--- src/rtl/fl32_pkg.sv ---
// ----------------------------------------------------------------------------
// fl32_pkg: shared types and helpers for the byte-wide Fletcher-32 block
// Widths of the running sums and block counter, the hand-off records between
// the accumulator and the finishing pipeline, and the 16-bit end-around fold.
// ----------------------------------------------------------------------------
package fl32_pkg;

  localparam int DataW = 8;   // message byte
  localparam int SumW  = 32;  // running sums, wrap mod 2^32
  localparam int CntW  = 9;   // words since last block fold
  localparam int ResW  = 32;  // checksum

  // Message tail handed to the finishing pipeline on the last byte
  typedef struct packed {
    logic [SumW-1:0]  first_sum;
    logic [SumW-1:0]  second_sum;
    logic             fold_first;  // partial block still to fold
    logic             add_byte;    // odd trailing byte still to add
    logic [DataW-1:0] data_byte;
  } tail_t;

  // Accumulator status, for checking
  typedef struct packed {
    logic            high_pending;
    logic [CntW-1:0] words_in_block;
  } status_t;

  // Low 16 bits plus the bits above 16
  function automatic logic [SumW-1:0] fold16(input logic [SumW-1:0] v);
    logic [SumW-1:0] lo;
    logic [SumW-1:0] hi;
    lo = {16'h0000, v[15:0]};
    hi = {16'h0000, v[31:16]};
    return lo + hi;
  endfunction

endpackage

--- src/rtl/fletcher32_byte_checksum.sv ---
// ----------------------------------------------------------------------------
// fletcher32_byte_checksum: streaming Fletcher-32 over a byte message
// Byte stream in, one 32-bit checksum beat out per message.
// ----------------------------------------------------------------------------
// Feed the message one byte per beat on s_axis, tlast on the final byte; one
// checksum beat comes out on m_axis per message. Bytes pair into 16-bit words,
// high byte first. Both sums start at 0xffff, each word adds into the first
// sum and the first into the second, and both fold (low 16 plus high part)
// after every BlockWords words. On the last byte any partial block folds, an
// odd trailing byte adds as a high byte, and a final fold follows; the result
// is second sum in the upper half ORed with the first sum (its bit 16 may be
// set). The block takes one byte every cycle, back to back, across message
// boundaries: the word accumulator updates in the cycle after a byte lands in
// the input register. After the last byte is accepted, the message passes
// tail capture, partial-block fold, trailing byte and final fold into the
// result register; each stage moves on independently, so bytes keep flowing
// while a checksum beat waits to be taken, and only a last byte stalls, once
// all finishing stages hold a message.
// ----------------------------------------------------------------------------
module fletcher32_byte_checksum
  import fl32_pkg::*;
#(
  parameter int BlockWords = 359  // words between folds, 1 to 359
) (
  input  logic            clk_i,
  input  logic            rst_ni,
  input  logic            s_axis_tvalid_i,
  output logic            s_axis_tready_o,
  input  logic [7:0]      s_axis_tdata_i,   // [7:0] data_byte
  input  logic            s_axis_tlast_i,   // last_byte
  output logic            m_axis_tvalid_o,
  input  logic            m_axis_tready_i,
  output logic [ResW-1:0] m_axis_tdata_o    // [31:0] checksum
);

  localparam logic [CntW-1:0] BlockWordsC = CntW'(BlockWords);

  logic    tail_valid;
  logic    tail_ready;
  tail_t   tail;
  status_t status;

  // word pairing, running sums and block folds
  fl32_accum #(
    .BlockWords (BlockWordsC)
  ) u_accum (
    .clk_i        (clk_i),
    .rst_ni       (rst_ni),
    .in_valid_i   (s_axis_tvalid_i),
    .in_ready_o   (s_axis_tready_o),
    .in_byte_i    (s_axis_tdata_i),
    .in_last_i    (s_axis_tlast_i),
    .tail_valid_o (tail_valid),
    .tail_ready_i (tail_ready),
    .tail_o       (tail),
    .status_o     (status)
  );

  // completion of a message and the result register
  fl32_finish u_finish (
    .clk_i        (clk_i),
    .rst_ni       (rst_ni),
    .tail_valid_i (tail_valid),
    .tail_ready_o (tail_ready),
    .tail_i       (tail),
    .out_valid_o  (m_axis_tvalid_o),
    .out_ready_i  (m_axis_tready_i),
    .out_data_o   (m_axis_tdata_o)
  );

`ifndef SYNTH
  // block counter always restarts before reaching the block length
  a_words_below_block: assert property (@(posedge clk_i) disable iff (!rst_ni)
    status.words_in_block < BlockWordsC)
    else $error("block counter reached block length");

  // handing over a message tail leaves the accumulator at its reset state
  a_tail_clears_state: assert property (@(posedge clk_i) disable iff (!rst_ni)
    tail_valid && tail_ready |=> !status.high_pending && status.words_in_block == '0)
    else $error("accumulator not cleared after message end");

  // an odd trailing byte only arises with no high byte held
  a_trailing_byte_alone: assert property (@(posedge clk_i) disable iff (!rst_ni)
    tail_valid && tail.add_byte |-> !status.high_pending)
    else $error("trailing byte flagged while a high byte is held");
`endif

endmodule

--- src/rtl/fl32_accum.sv ---
// ----------------------------------------------------------------------------
// fl32_accum: input register and running-sum accumulator
// Pairs bytes into words, keeps both sums and the block counter, and hands
// the state of a finished message to the finishing pipeline.
// ----------------------------------------------------------------------------
module fl32_accum
  import fl32_pkg::*;
#(
  parameter logic [CntW-1:0] BlockWords = 9'd359
) (
  input  logic             clk_i,
  input  logic             rst_ni,
  input  logic             in_valid_i,
  output logic             in_ready_o,
  input  logic [DataW-1:0] in_byte_i,
  input  logic             in_last_i,
  output logic             tail_valid_o,
  input  logic             tail_ready_i,
  output tail_t            tail_o,
  output status_t          status_o
);

  logic             in_valid_q;
  logic [DataW-1:0] in_byte_q;
  logic             in_last_q;
  logic             upd_go;

  logic [SumW-1:0]  first_sum_q,  first_sum_d;
  logic [SumW-1:0]  second_sum_q, second_sum_d;
  logic [DataW-1:0] held_high_q,  held_high_d;
  logic             pending_q,    pending_d;
  logic [CntW-1:0]  words_q,      words_d;

  logic [SumW-1:0]  word;
  logic [SumW-1:0]  s1_add, s2_add;
  logic [CntW-1:0]  words_inc;
  logic             block_hit;
  logic [SumW-1:0]  s1_blk, s2_blk;
  logic [CntW-1:0]  words_blk;

  // last beat needs room downstream, others never wait
  assign upd_go     = in_valid_q && (!in_last_q || tail_ready_i);
  assign in_ready_o = !in_valid_q || upd_go;

  always_ff @(posedge clk_i or negedge rst_ni) begin
    if (!rst_ni) begin
      in_valid_q <= 1'b0;
    end else if (in_ready_o) begin
      in_valid_q <= in_valid_i;
    end
  end

  always_ff @(posedge clk_i) begin
    if (in_ready_o && in_valid_i) begin
      in_byte_q <= in_byte_i;
      in_last_q <= in_last_i;
    end
  end

  // word completion path: add, accumulate, block fold
  always_comb begin
    word      = {16'h0000, held_high_q, in_byte_q};
    s1_add    = first_sum_q + word;
    s2_add    = second_sum_q + s1_add;
    words_inc = words_q + CntW'(1);
    block_hit = (words_inc >= BlockWords);
    s1_blk    = block_hit ? fold16(s1_add) : s1_add;
    s2_blk    = block_hit ? fold16(s2_add) : s2_add;
    words_blk = block_hit ? '0 : words_inc;
  end

  always_comb begin
    first_sum_d  = first_sum_q;
    second_sum_d = second_sum_q;
    held_high_d  = held_high_q;
    pending_d    = pending_q;
    words_d      = words_q;

    tail_o.first_sum  = s1_blk;
    tail_o.second_sum = s2_blk;
    tail_o.fold_first = (words_blk != '0);
    tail_o.add_byte   = 1'b0;
    tail_o.data_byte  = in_byte_q;

    if (!pending_q) begin
      tail_o.first_sum  = first_sum_q;
      tail_o.second_sum = second_sum_q;
      tail_o.fold_first = (words_q != '0);
      tail_o.add_byte   = 1'b1;
    end

    if (upd_go) begin
      if (in_last_q) begin
        first_sum_d  = 32'h0000_ffff;
        second_sum_d = 32'h0000_ffff;
        held_high_d  = '0;
        pending_d    = 1'b0;
        words_d      = '0;
      end else if (pending_q) begin
        first_sum_d  = s1_blk;
        second_sum_d = s2_blk;
        held_high_d  = '0;
        pending_d    = 1'b0;
        words_d      = words_blk;
      end else begin
        held_high_d  = in_byte_q;
        pending_d    = 1'b1;
      end
    end
  end

  assign tail_valid_o = in_valid_q && in_last_q;

  always_ff @(posedge clk_i or negedge rst_ni) begin
    if (!rst_ni) begin
      first_sum_q  <= 32'h0000_ffff;
      second_sum_q <= 32'h0000_ffff;
      held_high_q  <= '0;
      pending_q    <= 1'b0;
      words_q      <= '0;
    end else begin
      first_sum_q  <= first_sum_d;
      second_sum_q <= second_sum_d;
      held_high_q  <= held_high_d;
      pending_q    <= pending_d;
      words_q      <= words_d;
    end
  end

  assign status_o.high_pending   = pending_q;
  assign status_o.words_in_block = words_q;

endmodule

--- src/rtl/fl32_finish.sv ---
// ----------------------------------------------------------------------------
// fl32_finish: message completion pipeline and result register
// Partial-block fold, odd trailing byte, final fold and packing, one short
// step per stage; each stage moves on when the next has room.
// ----------------------------------------------------------------------------
module fl32_finish
  import fl32_pkg::*;
(
  input  logic            clk_i,
  input  logic            rst_ni,
  input  logic            tail_valid_i,
  output logic            tail_ready_o,
  input  tail_t           tail_i,
  output logic            out_valid_o,
  input  logic            out_ready_i,
  output logic [ResW-1:0] out_data_o
);

  // stage 1: captured tail
  logic             v1_q;
  tail_t            t1_q;
  // stage 2: after partial-block fold
  logic             v2_q;
  logic [SumW-1:0]  s1_2_q, s2_2_q;
  logic             add_2_q;
  logic [DataW-1:0] byte_2_q;
  // stage 3: after trailing byte
  logic             v3_q;
  logic [SumW-1:0]  s1_3_q, s2_3_q;
  // result register
  logic             vo_q;
  logic [ResW-1:0]  res_q;

  logic rdy1, rdy2, rdy3, rdyo;

  logic [SumW-1:0] s1_2_d, s2_2_d, s1_3_d, s2_3_d, f1, f2;
  logic [ResW-1:0] res_d;

  assign rdyo = !vo_q || out_ready_i;
  assign rdy3 = !v3_q || rdyo;
  assign rdy2 = !v2_q || rdy3;
  assign rdy1 = !v1_q || rdy2;

  always_comb begin
    s1_2_d = t1_q.fold_first ? fold16(t1_q.first_sum)  : t1_q.first_sum;
    s2_2_d = t1_q.fold_first ? fold16(t1_q.second_sum) : t1_q.second_sum;
    s1_3_d = add_2_q ? s1_2_q + {16'h0000, byte_2_q, 8'h00} : s1_2_q;
    s2_3_d = add_2_q ? s2_2_q + s1_3_d : s2_2_q;
    f1     = fold16(s1_3_q);
    f2     = fold16(s2_3_q);
    // bit 16 of the folded first sum lands in the result as it stands
    res_d  = {f2[15:0], 16'h0000} | f1;
  end

  always_ff @(posedge clk_i or negedge rst_ni) begin
    if (!rst_ni) begin
      v1_q <= 1'b0;
      v2_q <= 1'b0;
      v3_q <= 1'b0;
      vo_q <= 1'b0;
    end else begin
      if (rdy1) v1_q <= tail_valid_i;
      if (rdy2) v2_q <= v1_q;
      if (rdy3) v3_q <= v2_q;
      if (rdyo) vo_q <= v3_q;
    end
  end

  always_ff @(posedge clk_i) begin
    if (rdy1 && tail_valid_i) begin
      t1_q <= tail_i;
    end
    if (rdy2 && v1_q) begin
      s1_2_q   <= s1_2_d;
      s2_2_q   <= s2_2_d;
      add_2_q  <= t1_q.add_byte;
      byte_2_q <= t1_q.data_byte;
    end
    if (rdy3 && v2_q) begin
      s1_3_q <= s1_3_d;
      s2_3_q <= s2_3_d;
    end
    if (rdyo && v3_q) begin
      res_q <= res_d;
    end
  end

  assign tail_ready_o = rdy1;
  assign out_valid_o  = vo_q;
  assign out_data_o   = res_q;

endmodule
--- config.mk ---
export PLATFORM = sky130hd
export DESIGN_NAME = fletcher32_byte_checksum
export DESIGN_NICKNAME = d
export VERILOG_FILES = /design/src/rtl/fl32_pkg.sv /design/src/rtl/fletcher32_byte_checksum.sv /design/src/rtl/fl32_accum.sv /design/src/rtl/fl32_finish.sv
export SDC_FILE = /design/constraint.sdc
export NUM_CORES = 1
export LEC_CHECK = 0
export BUFFER_PORTS_ARGS = -buffer_cell sky130_fd_sc_hd__buf_2
export CAP_MARGIN = 20
export CORE_ASPECT_RATIO = 1.75
export CORE_MARGIN = 4
export CORE_UTILIZATION = 50
export CTS_BUF_LIST = sky130_fd_sc_hd__clkbuf_16
export DETAILED_ROUTE_END_ITERATION = 10
export GPL_ROUTABILITY_DRIVEN = 0
export HOLD_SLACK_MARGIN = 0.08
export PLACE_DENSITY = 0.75
export SETUP_SLACK_MARGIN = 0.3
export SKIP_CTS_REPAIR_TIMING = 1
export SYNTH_ARGS = -nofsm -noshare
export SYNTH_HDL_FRONTEND = slang
export SYNTH_HIERARCHICAL = 1
export SYNTH_SLANG_ARGS = --single-unit
--- constraint.sdc ---
create_clock -name clk_i -period 12.4 [get_ports clk_i]
set_clock_uncertainty 0.15 [all_clocks]
set_input_delay 2.48 -clock clk_i [delete_from_list [all_inputs] [get_ports clk_i]]
set_output_delay 2.48 -clock clk_i [all_outputs]
set_load 0.03 [all_outputs]
==> impl_metrics.tcl <==
set metrics [dict create \
    clk_latency_ns 0.60 \
    final_common_cell "edfxtp_1" \
    maxSlewHeadroom_pct 21.08 \
    antenna_found_initial 2 \
    status "completed" \
    setup-violations-final 0 \
    required_ns 12.59 \
    cts_root_buf "clkbuf_16" \
    vias 17653 \
    drive_above_1_share_pct 11.19 \
    row_count 102 \
    nFillCells 3777 \
    dieHeight_um 289.6 \
    synth_fp_nets 2416 \
    viasPerCell 6.271 \
    ys_warn_count 6 \
    grt_max_degree 75 \
    setup_tns_ns 0 \
    dieArea_um2 48910 \
    num_io_pins 47 \
    period_share_pct 60.40 \
    first_global_vias 17923 \
    antenna_left 0 \
    powerDensity_nw_per_um2 244.3 \
    port_buffers 46 \
    rsz0062_at_grt "no" \
    path_class "reg2reg" \
    total_power_mw 5.941 \
    hpwl_um 48300 \
    cts_tree "built" \
    drt_pass1_iterations 6 \
    cts_buffers 30 \
    die_w_um 168.9 \
    start_kind "flip-flop" \
    critPathCaptureType "flip-flop" \
    coreArea_um2 44540 \
    mostFrequentLayoutCells "edfxtp_1 (252), a21oi_1 (203), ha_1 (189)" \
    worst_pin_slew_ns 1.174 \
    cts-htree-levels 1 \
    crit_fanout 8 \
    hp-class "reg2reg" \
    drc_errors 0 \
    diodes 0 \
    ctsLongestPathBuffers 3 \
    avgSynthCellArea_um2 10.28 \
    start_util_pct 50.86 \
    drv_slew 0 \
    clkTransAtPathRegs_ns 0.07 \
    fmaxAchievable_mhz 133.5 \
    initialDrtViolationCount 1247 \
    clock_sinks 339 \
    overflow 0 \
    drt-total-wl_um 62820 \
    drv_cap 0 \
    layout.nets 2431 \
    fin_crit_ns 7.490 \
    power_leakage_nw 9.883 \
    vdd_ir_drop_max_uv 159.2 \
    synth_area_um2 22650 \
    grt.total_usage_pct 25.33 \
    syn_to_final_growth_pct 7.340 \
    grt_pass1_wl_um 96610 \
    netlist_instances 2204 \
    hold_violations 0 \
    arrival_ns 7.68 \
    wire_per_inst_um 22.32 \
]
## stage by stage
stage	cells	cell area, µm²	hold slack [ns]	utilization, %	setup WS, ns
4_1_cts	2815	24320	0.3016	54.60	5.055
3_3_place_gp	2759	23340	0.2947	52.41	5.310
2_1_floorplan	2204	22650	0.2503	-	5.978
6_report	2815	24320	0.2992	54.60	4.910
5_1_grt	2815	24320	0.3158	54.60	4.512
3_5_place_dp	2759	23340	0.2838	52.41	5.085
## worst paths after layout
| path | from | endpoint | slack [ns] | cells past startpoint |
|---|---|---|---|---|
| max in group asynchronous | rst_ni | u_accum/second_sum_q[21] | 9.19 | 2 |
| max reg2reg | u_accum/first_sum_q[0] | u_finish/t1_q[26] | 4.91 | 23 |
| min reg2reg | u_finish/t1_q[8] | u_finish/add_2_q | 0.30 | 0 |
| min | u_finish/t1_q[8] | u_finish/add_2_q | 0.30 | 0 |
| min in group asynchronous | rst_ni | u_accum/pending_q | 1.74 | 1 |
| max | u_accum/first_sum_q[0] | u_finish/t1_q[26] | 4.91 | 23 |
## critical path, cell delays in order (launching register included)
cell and delay [ns]:
dfstp_2 0.54, ha_1 0.20, fa_1 0.23, a21o_1 0.14, a21oi_1 0.09, nor2b_1 0.18, a41oi_1 0.17, a31oi_1 0.41
a21o_1 0.32, nand4_1 0.34, xnor2_1 0.64, ha_1 0.37, nand3_1 0.16, or4b_2 0.65, a211oi_2 0.29, o41a_1 0.25
nor2_1 0.07, xnor2_1 0.31, ha_1 0.33, a21oi_1 0.22, o21ai_0 0.19, a2111oi_0 0.51, nor3_1 0.15, mux2_2 0.29
## report_power, final
part | switching [mW] | internal [mW] | total [mW]
sequential | 0.131 | 1.50 | 1.63
clock | 0.429 | 0.491 | 0.920
combinational | 2.08 | 1.31 | 3.39
total | 2.65 | 3.30 | 5.94
## routing by layer
| metal | vias to the layer above | track usage (%) | part of all wire (%) |
|---|---|---|---|
| met2 | 727 | 47.68 | 53 |
| li1 | 8240 | - | - |
| met1 | 8410 | 24.46 | 32 |
| met3 | 276 | 2.803 | 5.1 |
| met4 | 0 | 20.75 | 10 |
| met5 | - | 0 | 0 |
## layout make-up
| type | count | area, µm² | share of cell area [%] |
|---|---|---|---|
| well taps | 572 | 715.7 | 2.943 |
| inverters | 79 | 296.5 | 1.219 |
| clock buffers | 32 | 800.8 | 3.293 |
| multi-input cells | 1707 | 12190 | 50.15 |
| flip-flops and latches | 339 | 9786 | 40.24 |
| clock inverters | 24 | 171.4 | 0.7049 |
| repair buffers | 62 | 352.8 | 1.451 |
## sequential cells by signal, summed over array words and instances, names as in the netlist, 8 cells and up
name	count
u_accum/words_q	9
u_finish/s2_2_q	32
u_finish/s1_3_q	32
u_finish/byte_2_q	8
u_finish/out_data_o	32
u_accum/held_high_q	8
u_finish/s2_3_q	32
u_finish/s1_2_q	32
u_finish/t1_q	74
u_accum/second_sum_q	32
u_accum/first_sum_q	32
u_accum/in_byte_q	8
No activity file was read; power rests on OpenSTA's default activity.
